--- src/ctkd_pkg.sv ---
package ctkd_pkg;

  // field widths
  localparam int unsigned SampleW   = 16;
  localparam int unsigned ScanCntW  = 4;
  localparam int unsigned HoldW     = 4;
  localparam int unsigned CalSumW   = 21;
  localparam int unsigned CfgIdxW   = 2;
  localparam int unsigned CfgDataW  = 16;

  // calibration sample count default
  localparam int unsigned CalSamplesDefault = 10;

  // register reset values
  localparam logic [SampleW-1:0]  GateReset       = 16'd100;
  localparam logic [ScanCntW-1:0] SingleReset     = 4'd3;
  localparam logic [ScanCntW-1:0] ContinuousReset = 4'd6;
  localparam logic [HoldW-1:0]    HoldReloadReset = 4'd3;

  // configuration register indexes
  typedef enum logic [CfgIdxW-1:0] {
    RegGate       = 2'd0,
    RegSingle     = 2'd1,
    RegContinuous = 2'd2,
    RegHoldReload = 2'd3
  } cfg_reg_e;

  // event kinds
  typedef enum logic {
    EvCalDone  = 1'b0,
    EvScanDone = 1'b1
  } event_kind_e;

  // one result
  typedef struct packed {
    event_kind_e        kind;
    logic               pressed;
    logic [SampleW-1:0] baseline;
    logic               failed;
    logic [SampleW-1:0] smax;
  } result_t;

endpackage

--- src/capacitive_touch_key_detector.sv ---
// Capacitive touch key detector core. Each request carries one measured pad charge time.
// After reset, or on a request with recalibrate set, CalSamples samples build the baseline
// (mean of all but the two lowest and two highest); the last one gives a calibration event.
// Later samples are grouped into scans whose maximum is compared against baseline plus the
// gate; a scan end gives a scan event with the press flag. One sample is taken every cycle,
// except that the input stalls while the skid register holds a result and in the cycle right
// after the last calibration sample, while the baseline division (a registered multiply by
// the reciprocal) completes. Results leave through an output register backed by a skid
// register, so the input keeps flowing while one result waits. Configuration is always ready.
module capacitive_touch_key_detector_core
  import ctkd_pkg::*;
#(
  parameter int unsigned CalSamples = CalSamplesDefault
) (
  input  logic                clk_i,
  input  logic                rst_ni,
  // sample request
  input  logic                in_valid_i,
  output logic                in_stall_o,
  input  logic [SampleW-1:0]  charge_time_i,
  input  logic                mode_i,
  input  logic                recalibrate_i,
  // result
  output logic                out_valid_o,
  input  logic                out_stall_i,
  output logic                event_kind_o,
  output logic                pressed_o,
  output logic [SampleW-1:0]  baseline_value_o,
  output logic                calibration_failed_o,
  output logic [SampleW-1:0]  scan_maximum_o,
  // configuration writes
  input  logic                cfg_valid_i,
  output logic                cfg_ready_o,
  input  logic [CfgIdxW-1:0]  cfg_index_i,
  input  logic [CfgDataW-1:0] cfg_data_i
);

  localparam int unsigned CalCntW = $clog2(CalSamples + 1);
  localparam int unsigned CalDiv  = CalSamples - 4;
  localparam int unsigned DivL    = $clog2(CalDiv);
  localparam int unsigned DivMW   = CalSumW + 1;
  localparam int unsigned ProdW   = CalSumW + DivMW;
  localparam logic [DivMW-1:0] DivM =
    DivMW'(((64'd1 << (CalSumW + DivL)) + 64'(CalDiv) - 64'd1) / 64'(CalDiv));

  // configuration registers
  logic [SampleW-1:0]  gate_q;
  logic [ScanCntW-1:0] single_q;
  logic [ScanCntW-1:0] cont_q;
  logic [HoldW-1:0]    reload_q;

  // detector state
  logic                calibrating_q, calibrating_d;
  logic [CalCntW-1:0]  cal_cnt_q, cal_cnt_d;
  logic [CalSumW-1:0]  cal_sum_q, cal_sum_d;
  logic [SampleW-1:0]  lo0_q, lo0_d, lo1_q, lo1_d;
  logic [SampleW-1:0]  hi0_q, hi0_d, hi1_q, hi1_d;
  logic [SampleW-1:0]  baseline_q;
  logic [ScanCntW-1:0] scan_cnt_q, scan_cnt_d;
  logic [SampleW-1:0]  rmax_q, rmax_d;
  logic                scan_cont_q, scan_cont_d;
  logic [HoldW-1:0]    hold_q, hold_d;

  // division stage
  logic                div_pend_q;
  logic [CalSumW-1:0]  mid_q, mid_d;
  logic [ProdW-1:0]    prod;
  logic [SampleW-1:0]  quot;

  // output buffer
  logic                o_valid_q, s_valid_q;
  result_t             o_res_q, s_res_q;

  // per-request combinational signals
  logic                accept;
  logic                cal_done;
  logic                scan_push;
  result_t             scan_res;
  logic                push;
  result_t             push_res;

  logic                calib_b;
  logic [CalCntW-1:0]  cnt_b, cnt_n;
  logic [CalSumW-1:0]  sum_b, sum_n;
  logic [SampleW-1:0]  l0_b, l1_b, h0_b, h1_b;
  logic [ScanCntW-1:0] sc_b, sc_n, n_sel, n_eff;
  logic [SampleW-1:0]  rm_b, rm_n;
  logic                cont_n;
  logic [HoldW-1:0]    hold_b, hold_n;
  logic                touch;
  logic [SampleW:0]    limit;

  assign accept      = in_valid_i & ~in_stall_o;
  assign in_stall_o  = s_valid_q | div_pend_q;
  assign cfg_ready_o = 1'b1;

  // configuration write port
  always_ff @(posedge clk_i or negedge rst_ni) begin
    if (!rst_ni) begin
      gate_q   <= GateReset;
      single_q <= SingleReset;
      cont_q   <= ContinuousReset;
      reload_q <= HoldReloadReset;
    end else if (cfg_valid_i && cfg_ready_o) begin
      case (cfg_reg_e'(cfg_index_i))
        RegGate:       gate_q   <= cfg_data_i;
        RegSingle:     single_q <= cfg_data_i[ScanCntW-1:0];
        RegContinuous: cont_q   <= cfg_data_i[ScanCntW-1:0];
        RegHoldReload: reload_q <= cfg_data_i[HoldW-1:0];
        default:       gate_q   <= gate_q;
      endcase
    end
  end

  // per-sample update: calibration or scan
  always_comb begin
    calibrating_d = calibrating_q;
    cal_cnt_d     = cal_cnt_q;
    cal_sum_d     = cal_sum_q;
    lo0_d         = lo0_q;
    lo1_d         = lo1_q;
    hi0_d         = hi0_q;
    hi1_d         = hi1_q;
    scan_cnt_d    = scan_cnt_q;
    rmax_d        = rmax_q;
    scan_cont_d   = scan_cont_q;
    hold_d        = hold_q;
    mid_d         = mid_q;
    cal_done      = 1'b0;
    scan_push     = 1'b0;

    // recalibrate clears the accumulators and the scan in progress
    calib_b = recalibrate_i | calibrating_q;
    cnt_b   = recalibrate_i ? '0 : cal_cnt_q;
    sum_b   = recalibrate_i ? '0 : cal_sum_q;
    l0_b    = recalibrate_i ? '1 : lo0_q;
    l1_b    = recalibrate_i ? '1 : lo1_q;
    h0_b    = recalibrate_i ? '0 : hi0_q;
    h1_b    = recalibrate_i ? '0 : hi1_q;
    sc_b    = recalibrate_i ? '0 : scan_cnt_q;
    rm_b    = recalibrate_i ? '0 : rmax_q;

    // calibration accumulate
    sum_n = sum_b + CalSumW'(charge_time_i);
    cnt_n = cnt_b + 1'b1;

    // scan step, with mode latched at scan start
    cont_n = (sc_b == '0) ? mode_i : scan_cont_q;
    hold_b = ((sc_b == '0) && mode_i) ? '0 : hold_q;
    rm_n   = (sc_b == '0) ? charge_time_i
           : ((charge_time_i > rm_b) ? charge_time_i : rm_b);
    sc_n   = sc_b + 1'b1;
    n_sel  = cont_n ? cont_q : single_q;
    n_eff  = (n_sel == '0) ? ScanCntW'(1) : n_sel;
    limit  = {1'b0, baseline_q} + {1'b0, gate_q};
    touch  = {1'b0, rm_n} > limit;
    hold_n = touch ? reload_q : hold_b;
    if (hold_n != '0) begin
      hold_n = hold_n - 1'b1;
    end

    scan_res.kind     = EvScanDone;
    scan_res.pressed  = touch && (hold_b == '0);
    scan_res.baseline = baseline_q;
    scan_res.failed   = baseline_q[SampleW-1];
    scan_res.smax     = rm_n;

    if (accept) begin
      if (calib_b) begin
        cal_sum_d  = sum_n;
        // keep the two lowest and two highest samples
        if (charge_time_i < l0_b) begin
          lo1_d = l0_b;
          lo0_d = charge_time_i;
        end else if (charge_time_i < l1_b) begin
          lo1_d = charge_time_i;
          lo0_d = l0_b;
        end else begin
          lo1_d = l1_b;
          lo0_d = l0_b;
        end
        if (charge_time_i > h0_b) begin
          hi1_d = h0_b;
          hi0_d = charge_time_i;
        end else if (charge_time_i > h1_b) begin
          hi1_d = charge_time_i;
          hi0_d = h0_b;
        end else begin
          hi1_d = h1_b;
          hi0_d = h0_b;
        end
        scan_cnt_d = '0;
        rmax_d     = rm_b;
        if (cnt_n == CalCntW'(CalSamples)) begin
          cal_done      = 1'b1;
          calibrating_d = 1'b0;
          cal_cnt_d     = '0;
          rmax_d        = '0;
          // extremes summed as a tree, then removed in one subtraction
          mid_d = sum_n - ((CalSumW'(lo0_d) + CalSumW'(lo1_d))
                         + (CalSumW'(hi0_d) + CalSumW'(hi1_d)));
        end else begin
          calibrating_d = 1'b1;
          cal_cnt_d     = cnt_n;
        end
      end else begin
        scan_cont_d = cont_n;
        rmax_d      = rm_n;
        if ((sc_n == '0) || (sc_n >= n_eff)) begin
          scan_push  = 1'b1;
          hold_d     = hold_n;
          scan_cnt_d = '0;
        end else begin
          hold_d     = hold_b;
          scan_cnt_d = sc_n;
        end
      end
    end
  end

  // baseline division by multiplying with the reciprocal
  assign prod = ProdW'(mid_q) * ProdW'(DivM);
  assign quot = prod[CalSumW+DivL +: SampleW];

  // result source: either the scan end or the finished division
  always_comb begin
    push = scan_push | div_pend_q;
    if (div_pend_q) begin
      push_res.kind     = EvCalDone;
      push_res.pressed  = 1'b0;
      push_res.baseline = quot;
      push_res.failed   = quot[SampleW-1];
      push_res.smax     = '0;
    end else begin
      push_res = scan_res;
    end
  end

  // state registers
  always_ff @(posedge clk_i or negedge rst_ni) begin
    if (!rst_ni) begin
      calibrating_q <= 1'b1;
      cal_cnt_q     <= '0;
      cal_sum_q     <= '0;
      lo0_q         <= '1;
      lo1_q         <= '1;
      hi0_q         <= '0;
      hi1_q         <= '0;
      baseline_q    <= '0;
      scan_cnt_q    <= '0;
      rmax_q        <= '0;
      scan_cont_q   <= 1'b0;
      hold_q        <= '0;
      div_pend_q    <= 1'b0;
    end else begin
      calibrating_q <= calibrating_d;
      cal_cnt_q     <= cal_cnt_d;
      cal_sum_q     <= cal_sum_d;
      lo0_q         <= lo0_d;
      lo1_q         <= lo1_d;
      hi0_q         <= hi0_d;
      hi1_q         <= hi1_d;
      scan_cnt_q    <= scan_cnt_d;
      rmax_q        <= rmax_d;
      scan_cont_q   <= scan_cont_d;
      hold_q        <= hold_d;
      div_pend_q    <= cal_done;
      if (div_pend_q) begin
        baseline_q <= quot;
      end
    end
  end

  // trimmed-sum register feeding the divider
  always_ff @(posedge clk_i) begin
    mid_q <= mid_d;
  end

  // output register with skid
  always_ff @(posedge clk_i or negedge rst_ni) begin
    if (!rst_ni) begin
      o_valid_q <= 1'b0;
      s_valid_q <= 1'b0;
    end else if (!o_valid_q || !out_stall_i) begin
      if (s_valid_q) begin
        o_valid_q <= 1'b1;
        s_valid_q <= push;
      end else begin
        o_valid_q <= push;
      end
    end else if (push) begin
      s_valid_q <= 1'b1;
    end
  end

  always_ff @(posedge clk_i) begin
    if (!o_valid_q || !out_stall_i) begin
      if (s_valid_q) begin
        o_res_q <= s_res_q;
        if (push) begin
          s_res_q <= push_res;
        end
      end else if (push) begin
        o_res_q <= push_res;
      end
    end else if (push) begin
      s_res_q <= push_res;
    end
  end

  assign out_valid_o          = o_valid_q;
  assign event_kind_o         = o_res_q.kind;
  assign pressed_o            = o_res_q.pressed;
  assign baseline_value_o     = o_res_q.baseline;
  assign calibration_failed_o = o_res_q.failed;
  assign scan_maximum_o       = o_res_q.smax;

  // the skid only fills behind a waiting result
  assert property (@(posedge clk_i) disable iff (!rst_ni) s_valid_q |-> o_valid_q)
    else $error("skid holds a result while output register is empty");

  // the division result always finds room
  assert property (@(posedge clk_i) disable iff (!rst_ni) div_pend_q |-> !s_valid_q)
    else $error("baseline result pushed into a full skid");

  // the division pending flag clears in the following cycle; new samples are stalled while it is set
  assert property (@(posedge clk_i) disable iff (!rst_ni) div_pend_q |=> !div_pend_q)
    else $error("division pending for more than one cycle");

  // no scan runs while calibrating
  assert property (@(posedge clk_i) disable iff (!rst_ni)
    calibrating_q |-> (scan_cnt_q == '0))
    else $error("scan count moved during calibration");

endmodule
--- config.mk ---
export PLATFORM = sky130hd
export DESIGN_NAME = capacitive_touch_key_detector_core
export DESIGN_NICKNAME = d
export VERILOG_FILES = /design/src/ctkd_pkg.sv /design/src/capacitive_touch_key_detector.sv
export SDC_FILE = /design/constraint.sdc
export NUM_CORES = 1
export LEC_CHECK = 0
export BUFFER_PORTS_ARGS = -buffer_cell sky130_fd_sc_hd__buf_2
export CORE_MARGIN = 8
export CORE_UTILIZATION = 55
export DETAILED_ROUTE_END_ITERATION = 16
export PLACE_DENSITY = 0.72
export SLEW_MARGIN = 0
export SYNTH_ARGS = -nofsm -noshare
export SYNTH_HDL_FRONTEND = slang
export SYNTH_SLANG_ARGS = --single-unit
--- constraint.sdc ---
create_clock -name clk_i -period 14.09 [get_ports clk_i]
set_input_delay 1.409 -clock clk_i [delete_from_list [all_inputs] [get_ports clk_i]]
set_output_delay 1.409 -clock clk_i [all_outputs]
set_load 0.05 [all_outputs]
After elaboration in Yosys (flattened, before gate mapping)
Cells that the tools add are included.
{"block": "totals", "register_bits": 253, "inputBits": 41, "output_inout_bits": 38}
{"block": "classes", "n_addsub": 9, "multipliers": 1, "n_lt_le_gt_ge": 7, "eq_ne": 5, "muxes": 53, "bitwise": 6, "n_reduce_logical": 22}
{"op": "2-to-1 mux 16 bit", "count": 23}
{"op": "2-to-1 mux 35 bit", "count": 6}
{"op": "adder 16 x 16 -> 17 bit", "count": 3}
{"op": "greater-than comparator 16 bit", "count": 3}
{"op": "2-to-1 mux 4 bit", "count": 11}
{"op": "multiplier 21 x 22 -> 40 bit, second input constant", "count": 1}
{"op": "< comparator 16 bit", "count": 2}
{"op": "adder 21 x 16 -> 21 bit", "count": 1}
{"op": "2-to-1 mux 21 bit", "count": 1}
{"op": "subtractor 21 x 18 -> 21 bit", "count": 1}
{"op": "adder 17 x 17 -> 18 bit", "count": 1}
{"op": "greater-than comparator 16 x 17 -> 1 bit", "count": 1}
{"op": "zero test 4 bit", "count": 4}
{"op": "AND reduction 2 bit", "count": 7}
{"op": "2-to-1 mux 1 bit", "count": 12}
{"op": "adder 4 x 1 -> 4 bit, second input constant", "count": 2}
{"op": "== test 2 bit, second input constant", "count": 2}
{"op": "== test 4 bit, second input constant", "count": 1}
{"op": ">= comparator 4 bit", "count": 1}
{"op": "nonzero test 2 bit", "count": 2}
{"op": "nonzero test 4 bit", "count": 1}
{"op": "subtractor 4 x 1 -> 4 bit, second input constant", "count": 1}
{"op": "OR 1 bit", "count": 3}
{"op": "AND reduction 3 bit", "count": 1}
{"op": "other kinds (8)", "count": 12}

Longest topological paths before layout
Gate-level depths: netlist of the first run.
{"block": "logic_depth", "depth_word": 15, "depth_mapped": 34, "depth_no_buf": 29}

Worst setup path after synthesis of the first run
No wires, ideal clock.
{"block": "synth_path", "path_type": "input to register", "from": "in recalibrate_i", "to": "reg mid_q[20] (data pin)", "arrival_time_ps": 8203, "t_required_ps": 13823, "path_slack_ps": 5620, "stages": 31, "n_path_buf": 7, "cell_sequence": "buf_2 clkbuf_1 clkbuf_1 clkbuf_1 clkbuf_1 buf_1 nor2_1 ha_1 o21ai_0 a211oi_1 a21oi_1 o21ai_1 nand2_1 clkbuf_1 o22a_1 o22ai_1 fa_1 fa_1 inv_1 fa_1 inv_1 ha_1 o21ai_0 a2111oi_0 o21ai_0 nand3_1 o211ai_1 o21a_1 o21ai_0 nor3b_1 xor2_1"}
{"block": "synth_between", "elab_chain_cells": 9, "word_cells_on_any_way": 28, "classes_between": "add/sub: 5; order compare: 4; mux: 19"}
{"element": "from (decl)", "line": "capacitive_touch_key_detector.sv:22", "rtl": "input logic recalibrate_i,"}
{"element": "2-to-1 mux 16 bit (on tied branches)", "line": "capacitive_touch_key_detector.sv:137, capacitive_touch_key_detector.sv:139"}
{"element": "< comparator 16 bit / greater-than comparator 16 bit (equally long branches)", "line": "capacitive_touch_key_detector.sv:175, capacitive_touch_key_detector.sv:185"}
{"element": "2-to-1 mux 16 bit (on tied branches)", "line": "capacitive_touch_key_detector.sv:175, capacitive_touch_key_detector.sv:185"}
{"element": "2-to-1 mux 16 bit (on tied branches)", "line": "capacitive_touch_key_detector.sv:172, capacitive_touch_key_detector.sv:182"}
{"element": "2-to-1 mux 16 bit", "line": "capacitive_touch_key_detector.sv:169", "rtl": "if (calib_b) begin"}
{"element": "2-to-1 mux 16 bit", "line": "capacitive_touch_key_detector.sv:168", "rtl": "if (accept) begin"}
{"element": "adder 16 x 16 -> 17 bit (on tied branches)", "line": "capacitive_touch_key_detector.sv:200, capacitive_touch_key_detector.sv:201"}
{"element": "adder 17 x 17 -> 18 bit", "line": "capacitive_touch_key_detector.sv:201", "rtl": "+ (CalSumW'(hi0_d) + CalSumW'(hi1_d)));"}
{"element": "subtractor 21 x 18 -> 21 bit (*)", "line": "capacitive_touch_key_detector.sv:200", "rtl": "mid_d = sum_n - ((CalSumW'(lo0_d) + CalSumW'(lo1_d))"}
{"element": "to (signal assigned)", "line": "capacitive_touch_key_detector.sv:276", "rtl": "mid_q <= mid_d;"}
{"element": "to (decl)", "line": "capacitive_touch_key_detector.sv:66", "rtl": "logic [CalSumW-1:0] mid_q, mid_d;"}
Every way passes the cells marked *; elsewhere a longest branch is shown, timed or not. The select of a mux whose other input is x is not followed.
A chain may end at the register's enable or synchronous reset.

Worst setup path after layout of the first run
Same ends and word-level chain as after synthesis.

==> results.json, run 1 <==
{
  "layout_common_cells": "inv_1, ha_1, fa_1",
  "rsz0062_at_grt": "no",
  "fp.dieW_um": 220,
  "final_common_cell": "inv_1",
  "ys_warn_count": 0,
  "synthArstFlopShare_pct": 64.5,
  "ir_drop_uv": 204,
  "grt_start_max_net_pins": 99,
  "grtUsageMet1_pct": 32.0,
  "synth_top_flop_cell": "dfrtp_1",
  "syn_avg_cell_area_um2": 10.1,
  "fin_crit_ns": 9.12,
  "clk_pin_slew_ns": 0.06,
  "syn-cell-area_mm2": 0.0229,
  "rows": 74,
  "worst_setup_path_end_kind": "register",
  "clk_latency_ns": 0.56,
  "grt_pass1_wl_um": 90600,
  "design_area_mm2": 0.0247,
  "wl_per_cell_um": 19.6,
  "drtPass1Iterations": 5,
  "crit_type": "input pin to register",
  "cts_resized": 0,
  "gp_congestion": 0.939,
  "tritoncts": "yes",
  "postPlaceCellArea_mm2": 0.0238,
  "hold_class": "register to register",
  "final_max_slew_viol_count": 0,
  "vias": 16600,
  "synth-seq-cells": 251,
  "finalSetupViolations": 0,
  "vias_per_cell": 5.79,
  "start_util_pct": 55.9,
  "synth_edf_count": 89,
  "yosysSeqAreaShare_pct": 29.6,
  "coreArea_mm2": 0.0409,
  "cts_made_buffers": 29,
  "worst_pin_slew_ns": 1.20,
  "antenna_found_initial": 1,
  "globalRouteOverflowTotal": 0,
  "portBuffers": 77,
  "io_pins": 79,
  "syn_inst": 2263,
  "outcome": "completed",
  "synth.distinct_cells": 75,
  "period_share_pct": 64.8,
  "grt_pass1_vias": 17100,
  "clockBufferDepth": 3,
  "fin_worst_skew_ns": 0.0166,
  "drt_iter0_drc": 1298,
  "cp.required_ns": 14.38,
  "drtAntennaViolNets": 0,
  "drc": 0,
  "die_h_um": 220,
  "antenna_cells": 0,
  "busiest_layer": "met2",
  "clkSinkCount": 251,
  "cts_root_buffer": "clkbuf_16",
  "path_delay_family": "compound AO/OA/AOI/OAI gates",
  "setup_tns_ns": 0,
  "worst-path-buf-inv": 4,
  "die_area_mm2": 0.0484,
  "htree_levels": 1,
  "grtUsageMet3_pct": 3.24,
  "nets": 2836,
  "drive_gt1_share_pct": 13.1,
  "start_kind": "input pin",
  "cp_max_fo": 96,
  "cp_slowest_cell": "buf_4",
  "slowest_delay_ns": 0.80,
  "slew_headroom_pct": 19.7,
  "area_growth_pct": 8.05,
  "routed_wl_um": 56200,
  "dp_hpwl_um": 43100,
  "p_leak_nw": 11.7,
  "maxCapViolCount": 0,
  "syn_nets": 2785,
  "track_usage_pct": 23.5,
  "hold_buffers": 0,
  "fmax_mhz": 110,
  "powerDensity_mw_per_mm2": 170,
  "post_cts_buffers": 0,
  "final_hold_viol_count": 0,
  "cp_data_arrival_time_ns": 9.41,
  "grtUsageMet2_pct": 38.0
}
logic make-up after synthesis:
| family | synth area share [%] |
|---|---|
| buffers and inverters | 6.75 |
| other | 0.0164 |
| adders and majority gates | 32.0 |
| and+or+nand+nor | 9.94 |
| AOI/OAI and AO/OA | 13.3 |
| xor gates and xnor gates | 2.64 |
| muxes | 5.83 |
| DFF | 29.6 |
routing by layer:
layer / part of all wire, % / vias to the layer above
met5: 0 / -
met1: 44 / 8128
met3: 5.8 / 120
met2: 46 / 492
met4: 3.8 / 0
li1: - / 7874
cell type report:
cell class              count  area [um2]
flip-flops and latches    251        6780
well taps                 532         666
inverters                 340        1280
multi-input cells        1605       14600
repair buffers             87         469
clock inverters             6        93.8
fillers                  3361       16200
clock buffers              47         843
power breakdown:
| group | leakage [nW] | internal (mW) | total, mW | switching [mW] |
|---|---|---|---|---|
| combinational | 8.42 | 1.03 | 2.42 | 1.39 |
| sequential | 2.82 | 0.970 | 1.03 | 0.0630 |
| clock | 0.455 | 0.445 | 0.749 | 0.304 |
| total | 11.7 | 2.44 | 4.20 | 1.76 |
through the flow:
step | worst slack [ns] | cells | util, % | hold WS [ns] | total power, mW
after floorplan | 5.62 | 2263 | - | 0.442 | 2.86
after CTS | 5.07 | 2868 | 60.4 | 0.477 | 4.21
after global routing | 4.40 | 2868 | 60.4 | 0.497 | 4.57
after detailed placement | 4.49 | 2815 | 58.2 | 0.463 | 3.44
after global placement | 4.73 | 2815 | 58.2 | 0.456 | 3.35
final | 4.97 | 2868 | 60.4 | 0.473 | 4.20
final timing paths:
check	cells after the start	startpoint	slack (ns)	to
setup / recovery	25	recalibrate_i	4.97	mid_q[20]
hold / removal	2	cal_sum_q[14]	0.47	cal_sum_q[14]
setup reg to reg	25	lo0_q[1]	6.62	mid_q[20]
hold reg to reg	2	cal_sum_q[14]	0.47	cal_sum_q[14]
max in group asynchronous	2	rst_ni	11.62	baseline_q[4]
min in group asynchronous	1	rst_ni	0.92	single_q[3]
registers in the layout (all words and copies together), names as in the netlist, 4 cells and up:
register          count
mid_q                21
reload_q              4
cal_cnt_q             4
hi1_q                16
rmax_q               16
scan_maximum_o       16
cont_q                4
scan_cnt_q            4
baseline_value_o     16
hold_q                4
lo1_q                16
cal_sum_q            21
baseline_q           16
lo0_q                16
gate_q               16
single_q              4
s_res_q              34
hi0_q                16
synth_stat cells, types with 14 or more instances:
library cell | number | area share, %
o211ai_1 | 16 | 0.52
a21oi_1 | 93 | 2.0
xnor2_1 | 35 | 1.3
o22a_1 | 19 | 0.73
nor2b_1 | 36 | 0.98
ha_1 | 308 | 17
fa_1 | 173 | 15
nand2_1 | 149 | 2.4
a21o_1 | 28 | 0.92
a22o_1 | 36 | 1.4
nand2b_1 | 63 | 1.7
o21a_1 | 22 | 0.72
dfstp_2 | 42 | 4.8
nand3_1 | 23 | 0.50
nand4_1 | 16 | 0.44
dfrtp_1 | 120 | 13
nor2_1 | 124 | 2.0
xor2_1 | 34 | 1.3
mux2_2 | 106 | 5.2
edfxtp_1 | 89 | 12
inv_1 | 339 | 5.6
clkbuf_1 | 50 | 0.82
mux2i_1 | 14 | 0.61
o21ai_0 | 127 | 2.8
nor3_1 | 21 | 0.46
worst register-to-register path: stages, from the launching register on:
cell       delay, ns
dfstp_2         0.54
nor2_1          0.07
ha_1            0.30
a21o_1          0.11
a211oi_1        0.07
o21ai_0         0.23
a21oi_1         0.16
o21ai_4         0.51
buf_4           0.41
nand2b_1        0.40
o22ai_1         0.36
fa_1            0.49
fa_1            0.55
inv_1           0.06
fa_1            0.52
inv_1           0.05
ha_1            0.32
o21ai_0         0.14
a2111oi_0       0.59
o21ai_0         0.25
nand3_1         0.12
o211ai_1        0.12
o21a_1          0.23
o21ai_0         0.31
nor3b_1         0.12
xor2_1          0.15
Power figures use the tool's default switching activity.
==> inputs of run 2 (changes only) <==
- clock period: 14.09 -> 8.4 ns (I/O delays scaled with it)
==> run 2 against run 1 <==
Total power rose by 67%. Worst hold slack got worse by 0.21 ns. Clock power rose by 68%. Clock-buffer cell count fell by 10. Sequential share of layout area fell by 0.095 points. Register-to-register slack got worse by 5.7 ns. Flip-flop and latch count did not move. Critical path depth rose by 3. Via count rose by 0.53%. Highest routed layer unchanged.
==> results.json, run 2 (synthesized netlist as in run 1, its figures left out) <==
{
  "outcome": "completed",
  "powerDensity_mw_per_mm2": 283,
  "tritoncts": "yes",
  "worst_setup_path_end_kind": "register",
  "maxCapViolCount": 0,
  "setup_tns_ns": 0,
  "p_sw_mw": 2.95,
  "critPathLaunch": "recalibrate_i",
  "reg.largest.list": "s_res_q (34), cal_sum_q (21), mid_q (21)",
  "final_common_cell": "inv_1",
  "start_kind": "input pin",
  "cp_max_fo": 40,
  "busiest_layer": "met2",
  "post_cts_buffers": 0,
  "seq_power_share_pct": 24.7,
  "fin_worst_skew_ns": 0.0166,
  "drc": 0,
  "cp.required_ns": 8.73,
  "drt_iter0_drc": 1342,
  "vias_per_cell": 5.80,
  "start_util_pct": 55.9,
  "io_pins": 79,
  "slew_headroom_pct": 13.4,
  "drtAntennaViolNets": 0,
  "swShare_pct": 42.1,
  "r2r_start": "mid_q[8]",
  "fp.dieW_um": 220,
  "p_leak_nw": 11.7,
  "worst_pin_slew_ns": 1.29,
  "final_max_slew_viol_count": 0,
  "antenna_cells": 0,
  "period_share_pct": 90.3,
  "portBuffers": 77,
  "finalSetupViolations": 0,
  "fin_crit_ns": 7.58,
  "ir_drop_uv": 286,
  "antenna_found_initial": 0,
  "clkPwrFrac_pct": 17.9,
  "grt_pass1_wl_um": 91100,
  "grt_start_max_net_pins": 83,
  "rsz0062_at_grt": "no",
  "htree_levels": 1,
  "drive_gt1_share_pct": 13.8,
  "grt_pass1_vias": 17500,
  "power_frac_comb_pct": 57.4,
  "vias": 16700,
  "cts_made_buffers": 29,
  "gp_congestion": 0.927,
  "cts_resized": 0,
  "clockBufferDepth": 3,
  "clk_latency_ns": 0.57,
  "dp_hpwl_um": 43700,
  "cp_data_arrival_time_ns": 7.91,
  "p_int_mw": 4.06,
  "cts_root_buffer": "clkbuf_16",
  "routed_wl_um": 56400,
  "globalRouteOverflowTotal": 0,
  "die_area_mm2": 0.0484,
  "rows": 74,
  "area_growth_pct": 8.43,
  "layout_common_cells": "inv_1, ha_1, fa_1",
  "hold_buffers": 0,
  "largest_reg_flops": 34,
  "track_usage_pct": 23.6,
  "grtUsageMet2_pct": 38.1,
  "power.total_mw": 7.02,
  "drtPass1Iterations": 5,
  "grtUsageMet3_pct": 2.95,
  "grtUsageMet1_pct": 32.6,
  "final_hold_viol_count": 0,
  "crit_type": "input pin to register",
  "wl_per_cell_um": 19.6,
  "clkSinkCount": 251,
  "fillerInstances": 3329,
  "largest_register": "s_res_q",
  "fmax_mhz": 132,
  "nets": 2847,
  "clk_pin_slew_ns": 0.07,
  "coreArea_mm2": 0.0409,
  "die_h_um": 220,
  "hold_class": "input pin to async pin"
}
## run 2: through the flow
| stage | hold slack (ns) | util [%] | cells | setup slack (ns) | cell area [um2] |
|---|---|---|---|---|---|
| final | 0.266 | 60.7 | 2880 | 0.818 | 24800 |
| after global routing | 0.302 | 60.7 | 2880 | 0.380 | 24800 |
| after CTS | 0.273 | 60.7 | 2880 | 0.951 | 24800 |
| after detailed placement | 0.465 | 58.4 | 2826 | 0.389 | 23900 |
| after global placement | 0.459 | 58.4 | 2826 | 0.617 | 23900 |
| after floorplan | 0.442 | - | 2263 | 0.499 | 22900 |
## run 2: layer usage
| metal | vias to the layer above | part of all wire, % |
|---|---|---|
| met1 | 8187 | 45 |
| met3 | 127 | 5.5 |
| met5 | - | 0 |
| met4 | 0 | 3.8 |
| met2 | 482 | 46 |
| li1 | 7906 | - |
## run 2: area by class of cell
class                           count  area [um2]  area share [%]
Clock buffer                       37         766            3.08
Clock inverter                     17         163           0.655
Inverter                          340        1280            5.14
Multi-Input combinational cell   1605       14600            58.9
Sequential cell                   251        6780            27.3
Tap cell                          532         666            2.68
Timing Repair Buffer               98         564            2.27
## run 2: power groups by stage
stage	sequential, mW	clock [mW]	combinational, mW
6_report	1.73	1.26	4.03
5_1_grt	1.75	1.33	4.55
4_1_cts	1.73	1.27	4.02
3_5_place_dp	1.75	0	3.99
3_3_place_gp	1.75	0	3.87
2_1_floorplan	1.71	0	3.08
## run 2: critical path, stage by stage
cell and delay, ns:
buf_4 0.37, buf_4 0.33, nand2b_1 0.16, ha_1 0.25
a21o_1 0.17, a21oi_1 0.15, o221ai_1 0.17, a211oi_1 0.28
or3_1 0.18, buf_4 0.16, mux2_2 0.36, mux2_2 0.29
fa_1 0.52, fa_1 0.58, inv_1 0.06, fa_1 0.49
inv_1 0.05, ha_1 0.32, o21ai_0 0.14, a2111oi_0 0.59
o211ai_1 0.24, a31oi_1 0.27, o21ai_0 0.14, a21boi_0 0.28
o21ai_0 0.13, nand2b_1 0.12, a211oi_1 0.10, xnor2_1 0.15
## run 2: path summary, 6_finish.rpt
check	end	slack [ns]	cells after the start
setup / recovery	mid_q[19]	0.82	28
hold / removal	scan_cnt_q[1]	0.27	1
setup reg to reg	baseline_value_o[8]	0.97	22
hold reg to reg	cal_sum_q[14]	0.47	2
max in group asynchronous	baseline_q[0]	6.92	2
min in group clk_i	cal_sum_q[14]	0.47	2
==> inputs of run 3 (changes only) <==
--- a/config.mk
+++ b/config.mk
@@ -8,2 +8,3 @@
 export BUFFER_PORTS_ARGS = -buffer_cell sky130_fd_sc_hd__buf_2
+export CORE_ASPECT_RATIO = 0.8
 export CORE_MARGIN = 8
==> constraint.sdc (replaced) <==
create_clock -name clk_i -period 7.76 [get_ports clk_i]
set_input_delay 0.776 -clock clk_i [delete_from_list [all_inputs] [get_ports clk_i]]
set_output_delay 0.776 -clock clk_i [all_outputs]
set_load 0.005 [all_outputs]
==> run 3 against run 2 <==
Flip-flop and latch count unchanged. First-iteration DRC count down 4.3%. Cell area up 1.1%. Final cell count rose by 1.5%. Sequential share of layout area is 0.30 points lower. Clock skew up 0.032 ns. Total power grew 11%. Clock-buffer cell count decreased by 2. Core utilization down 0.16 points. Global-route usage increased by 0.17 points. Critical path depth is 1 lower. Critical endpoint unchanged. Combinational power rose by 11%.
==> results.json, run 3 (synthesized netlist as in run 1, its figures left out) <==
{
  "outcome": "completed",
  "hold_class": "input pin to async pin",
  "final_cells": 2922,
  "track_usage_pct": 23.8,
  "power_frac_comb_pct": 57.5,
  "area_growth_pct": 9.65,
  "vias_per_cell": 5.74,
  "place_inst": 2870,
  "gp_congestion": 0.944,
  "p_sw_mw": 3.26,
  "reg.largest.list": "s_res_q (34), cal_sum_q (21), mid_q (21)",
  "p_leak_nw": 11.9,
  "fin_worst_skew_ns": 0.0485,
  "final_hold_viol_count": 0,
  "die_h_um": 198,
  "vias": 16800,
  "crit_type": "input pin to register",
  "layout_common_cells": "inv_1, ha_1, fa_1",
  "hold-worst-slack_ns": 0.0766,
  "worst_pin_slew_ns": 1.26,
  "cts_root_buffer": "clkbuf_16",
  "fmax_mhz": 136,
  "wl_met1_um": 26700,
  "clkPwrFrac_pct": 18.3,
  "fin_crit_ns": 7.35,
  "dr_wl_met2_um": 25600,
  "p_int_mw": 4.51,
  "top_layer": "met4",
  "slew_headroom_pct": 15.5,
  "routed_wl_um": 57600,
  "wl_met3_um": 3700,
  "powerDensity_mw_per_mm2": 309,
  "antenna_cells": 0,
  "postPlaceCellArea_mm2": 0.0241,
  "worst_setup_path_end_kind": "register",
  "clkSinkCount": 251,
  "drt_iter0_drc": 1284,
  "start_util_pct": 55.2,
  "cts_made_buffers": 28,
  "critPathLaunch": "recalibrate_i",
  "finalSetupViolations": 0,
  "nets": 2870,
  "htree_levels": 1,
  "worst_slack_ns": 0.408,
  "die_area_mm2": 0.0484,
  "drive_gt1_share_pct": 14.6,
  "rows": 67,
  "cp_data_arrival_time_ns": 7.67,
  "swShare_pct": 42.0,
  "portBuffers": 77,
  "design_area_mm2": 0.0251,
  "largest_register": "s_res_q",
  "grt_start_max_net_pins": 97,
  "multi_input_area_mm2": 0.0146,
  "largest_reg_flops": 34,
  "seq_area_mm2": 0.00678,
  "dp_hpwl_um": 45100,
  "drc": 0,
  "tritoncts": "yes",
  "seq_power_share_pct": 24.2,
  "ir_drop_uv": 375,
  "grt_pass1_wl_um": 92700,
  "fp.dieW_um": 244,
  "clockBufferDepth": 3,
  "r2r_start": "mid_q[8]",
  "cp.required_ns": 8.07,
  "cp_max_fo": 27,
  "drtAntennaViolNets": 0,
  "clk_pin_slew_ns": 0.07,
  "globalRouteOverflowTotal": 0,
  "coreArea_mm2": 0.0415,
  "drtPass1Iterations": 7,
  "maxCapViolCount": 0,
  "wl_per_cell_um": 19.7,
  "grt_pass1_vias": 17300,
  "setup_tns_ns": 0,
  "fillerInstances": 3399,
  "fin_util_pct": 60.5,
  "io_pins": 79,
  "power.total_mw": 7.77,
  "final_max_slew_viol_count": 0,
  "start_kind": "input pin",
  "antenna_found_initial": 1,
  "period_share_pct": 94.7,
  "rsz0062_at_grt": "no",
  "dp_slack_ns": 0.0534,
  "clk_latency_ns": 0.60,
  "final_common_cell": "inv_1"
}
[run 3: worst max-delay path: stages]
cell       delay (ns)
buf_4            0.21
buf_4            0.24
nand2b_1         0.18
ha_1             0.20
a2111oi_0        0.45
o221ai_1         0.30
a211oi_1         0.25
or3_1            0.18
buf_12           0.16
mux2_2           0.34
mux2_2           0.30
fa_1             0.51
fa_1             0.55
inv_1            0.05
fa_1             0.49
inv_1            0.04
ha_1             0.32
o21ai_0          0.12
a2111oi_0        0.59
o211ai_1         0.21
a31oi_1          0.26
o21ai_0          0.12
a21boi_0         0.28
o21ai_0          0.13
nand2b_1         0.13
a211oi_1         0.11
xnor2_1          0.14
[run 3: area by class of cell]
class / count / area share, %
clock inverter: 17 / 0.907
multi-input combinational: 1605 / 58.2
inverter: 340 / 5.08
timing repair buffer: 122 / 3.02
clock buffer: 35 / 3.00
sequential: 251 / 27.0
tap: 552 / 2.75
[run 3: final timing paths]
kind | end | slack, ns | depth (start not counted)
max reg2reg | baseline_value_o[8] | 0.45 | 22
min reg2reg | cal_sum_q[4] | 0.47 | 2
max | mid_q[19] | 0.41 | 27
min | baseline_q[3] | 0.08 | 1
min in group clk_i | gate_q[9] | 0.45 | 2
max in group asynchronous | cal_sum_q[6] | 6.41 | 2
[run 3: power groups by stage]
stage | Sequential [mW] | Clock, mW | Combinational (mW)
CTS | 1.88 | 1.45 | 4.44
detailed placement | 1.90 | 0 | 4.41
global placement | 1.90 | 0 | 4.25
floorplan | 1.85 | 0 | 3.33
finish | 1.88 | 1.42 | 4.47
global route | 1.90 | 1.49 | 5.05
[run 3: per-layer routing]
layer  up-vias  GRT usage, %
met5         -             0
li1       7943             -
met2       529          37.7
met1      8177          33.5
met3       110          4.04
met4         0          6.63
[run 3: timing repair]
item / CTS / global route
setup endpoints to repair: 0 / 1
gates resized for setup: 0 / 1
buffers inserted: 0 / 0
endpoints found under the hold margin: 0 / 0
hold buffers: 0 / 0
